$ cat src/sv/bffa_pkg.sv
// Shared constants, codes and types for the bitmap first-free allocator.
package bffa_pkg;

  localparam int NUM_ENTRIES = 4096;
  // Word size is a power of two: entry positions split into word and bit fields.
  localparam int WORD_BITS   = 64;
  localparam int NUM_WORDS   = (NUM_ENTRIES + WORD_BITS - 1) / WORD_BITS;
  localparam int WORD_IDX_W  = (NUM_WORDS > 1) ? $clog2(NUM_WORDS) : 1;
  localparam int BIT_IDX_W   = $clog2(WORD_BITS);
  localparam int FIELD_W     = 13;
  localparam int ENC_W       = (NUM_WORDS > WORD_BITS) ? NUM_WORDS : WORD_BITS;
  localparam int ENC_IDX_W   = $clog2(ENC_W);

  localparam logic CMD_ALLOC = 1'b0;
  localparam logic CMD_FREE  = 1'b1;

  localparam logic [1:0] ST_OK   = 2'd0;
  localparam logic [1:0] ST_FULL = 2'd1;
  localparam logic [1:0] ST_BAD  = 2'd2;

  typedef logic [ENC_W-1:0]     enc_vec_t;
  typedef logic [ENC_IDX_W-1:0] enc_idx_t;

  typedef struct packed {
    logic     found;
    enc_idx_t idx;
  } ffz_res_t;

endpackage

$ cat src/sv/bffa_ffz.sv
// Find-first-zero priority encoder, shared by the word search and the bit search.
module bffa_ffz (
  input  bffa_pkg::enc_vec_t vec,
  output bffa_pkg::ffz_res_t res
);

  always_comb begin
    res.found = 1'b0;
    res.idx   = '0;
    // Scan from the top so the lowest clear bit wins.
    for (int i = bffa_pkg::ENC_W - 1; i >= 0; i--) begin
      if (!vec[i]) begin
        res.found = 1'b1;
        res.idx   = bffa_pkg::ENC_IDX_W'(i);
      end
    end
  end

endmodule

$ cat config.mk
export PLATFORM = sky130hd
export DESIGN_NAME = bffa_ffz
export DESIGN_NICKNAME = d
export VERILOG_FILES = /design/src/sv/bffa_pkg.sv /design/src/sv/bffa_ffz.sv
export SDC_FILE = /design/constraint.sdc
export NUM_CORES = 1
export LEC_CHECK = 0
export ABC_AREA = 0
export BUFFER_PORTS_ARGS = -buffer_cell sky130_fd_sc_hd__buf_2
export CAP_MARGIN = 20
export CORE_ASPECT_RATIO = 1.5
export CORE_UTILIZATION = 44
export DETAILED_ROUTE_END_ITERATION = 12
export PLACE_DENSITY = 0.92
export SETUP_SLACK_MARGIN = 0.3
export SKIP_LAST_GASP = 1
export SLEW_MARGIN = 20
export SYNTH_ARGS = -nofsm -noshare
export SYNTH_HDL_FRONTEND = slang
export SYNTH_SLANG_ARGS = --single-unit
$ cat constraint.sdc
create_clock -name vclk -period 1.6
set_input_delay 0 -clock vclk [all_inputs]
set_output_delay 0 -clock vclk [all_outputs]
set_load 0.005 [all_outputs]
### After elaboration in Yosys (flattened, before gate mapping)

Index checks and enable logic that the tools add are counted.

* bits in registers: 0
* bits of input ports: 64
* output and inout bits: 7
* logic and storage cells: 64

* mux-type cells: 64

Operators by type and width (number)
* 7-bit two-way mux: 64

### Longest topological paths before layout

* depth in word-level cells: 64
* depth in mapped cells: 5
* gate-level depth less buffers: 5

### Worst setup path after synthesis

Ideal clock, no wire load.

* kind: input port to output port
* from: input vec[47]
* to: output res[2] in the netlist's numbering
* data arrival time: 0.799 ns
* data required time: 1.600 ns
* path slack: 0.801 ns
* cell stages on the path: 5
* buffers on the path: 0
* cell sequence: nand4_1 a2111oi_2 o31ai_1 o211ai_1 a21oi_1

RTL lines
* start, declared: line bffa_ffz.sv:3 `input bffa_pkg::enc_vec_t vec,`
* end, declared: line bffa_ffz.sv:4 `output bffa_pkg::ffz_res_t res`

==> summary.txt <==
Run status
  – Status: complete, no violations

Placement
  – Detailed placement HPWL: around 2500 µm
  – Port Buffers: 71
  – Placed instance area: 0.00124 mm²
  – Gpl congestion: slightly above 0.9

STA
  – Slew @ Worst Pin: around 0.4 ns
  – Max Transition Viols Final: 0
  – Final period utilization: a little over 70%
  – Final hold violation count: 0
  – Worst slew margin: 73.4%
  – Min Tclk post-route: around 1.2 ns
  – Setup TNS: 0 ns
  – FMAX: 865 MHz
  – Endpoints failing setup: 0
  – Hold slack final: between 0.3 and 0.4 ns
  – RSZ-0062 raised after global routing: false

Final layout
  – Share of cells above drive strength 1: between 30% and 40%
  – Nets@finish: 280
  – Ant. Diodes: 0
  – Design area: about 0.0012 mm²
  – Synthesis-to-finish area growth: 44.5%
  – Fin util: approximately two thirds
  – Seq Cell Count: 0
  – Layout clock buffer count: 0
  – Reg area: 0 µm²

Detailed routing
  – Residual DRC: 0
  – Routed WL: roughly 2900 µm
  – Post-route ant nets: 0
  – Pre-antenna DRT Iters: 4
  – Initial DRC count: 40
  – Vias/cell: 6.12
  – Via count: 1,438
  – DR WL/cell: roughly 13 µm

Die
  – Die width: between 30 and 40 µm
  – Rows: 19
  – Die area: roughly 0.0021 mm²
  – Initial core utilization: 46.8%
  – Core area: 0.00183 mm²
  – Die height: 56.1 µm
  – I/O pin cnt: between 70 and 80

Setup path
  – Crit Path Category: in -> out
  – Crit path capture type: output port
  – CP Launch Type: input pin
  – Worst path required time: ~1.6 ns
  – Critical Path Fanout Max: 4
  – Worst path arrival time: ~1.2 ns

Pwr
  – Reg power frac: 0%
  – Clock network power share: 0%
  – Comb pwr share: 100.0%
  – Net switching power: 0.127 mW
  – Power density over the cells: between 150 and 200 mW/mm²
  – Leak: about 0.56 nW
  – Tot Pwr: around 0.23 mW
  – Int Pwr: around 0.1 mW
  – Sw Share: 55.7%
  – Peak supply drop: 0.000108 V

Job
  – Maxcap violations: 0

Logic synthesis
  – Top cell type's share of synthesized area: approximately 14%
  – Mean Syn Cell Area: about 6 µm²
  – Yosys cell types: 32
  – Ranking of synthesized cells by area: nand4_1 14%, nand2_1 8.8%, nand3_1 7.0%
  – Mapped Cells: approximately 140
  – Biggest area consumer among synthesized cells: nand4_1
  – Seq/Total Area, Yosys: 0%
  – Ys Warns: 0
  – Syn_nets: approximately 210
  – Post-Syn Area: 857 µm²

Global routing
  – Pin count of the biggest net entering global routing: 7
  – First-pass GRT wire length: about 4800 µm
  – Gr ovfl total: 0
  – Initial antenna violation count: 0
  – Vias in the first global route: 1,294
  – All-Layer GR Usage: 27.9%

Clocking
  – CTS hold repair buffers: 0
  – # Post-CTS Setup Buffers: 0
  – Post-CTS Resized: 0

Min path
  – Hold Path Class: in -> out
  – Hold path cells: 4
## cell usage after synthesis (all sizes together) (3+ instances only)
cell     number
o211ai        3
o2111ai       3
a31oi         5
a21oi         7
and4          4
nor3          3
nor4          3
nand2        20
nor2b         4
nand3        12
nor2         10
a21o          3
nand4        20
nand2b        4
and3          3
inv          11
o21ai        10
a211oi        5
a21boi        4
## power by group through the flow
stage / sequential (mW) / clock, mW / combinational (mW)
after floorplan: 0 / 0 / 0.0771
after detailed placement: 0 / 0 / 0.224
after global routing: 0 / 0 / 0.252
after global placement: 0 / 0 / 0.220
final: 0 / 0 / 0.228
after CTS: 0 / 0 / 0.225
## cell families (layout without fill, tap and decap cells)
group                  after synthesis  in the layout  share of synthesized area [%]
buffers and inverters               11             82                           4.82
and+or+nand+nor                     83             83                           53.0
AOI/OAI and AO/OA                   49             49                           42.2
## cell usage in the layout, fill, tap and decap left out, drive strengths merged, types with 5 or more instances in the layout
cell	count
a21oi	7
inv	11
nor2	10
nand4	20
a31oi	5
nand3	12
a211oi	5
buf	71
nand2	20
o21ai	10
## routing by layer
layer  up-vias  global-route usage [%]  wire length (µm)
li1        721                       -                 -
met1       661                    30.9              1170
met2        50                    53.8              1620
met3         6                    1.60               123
met4         0                    5.61                42
met5         -                       0                 0
## stage by stage
| stage | std cells | setup slack (ns) |
|---|---|---|
| floorplan | 143 | 0.801 |
| global placement | 235 | 0.460 |
| detailed placement | 235 | 0.447 |
| CTS | 235 | 0.436 |
| global route | 235 | 0.326 |
| finish | 235 | 0.444 |
## critical path, stage by stage
cell and delay [ns]:
buf_2 0.11, nand4_1 0.21, a2111oi_2 0.39, o31ai_1 0.12, o211ai_1 0.10, a21oi_1 0.10
buf_2 0.13
## path summary, 6_finish.rpt
kind | start | endpoint | slack, ns
setup / recovery | vec[45] | res[2] | 0.44
hold / removal | vec[0] | res[0] | 0.38
## area by class of cell
cell class | count | area, µm²
well taps | 21 | 26.3
inverters | 11 | 41.3
repair buffers | 71 | 355
multi-input cells | 132 | 816
fillers | 178 | 592
Power figures use the tool's default switching activity.
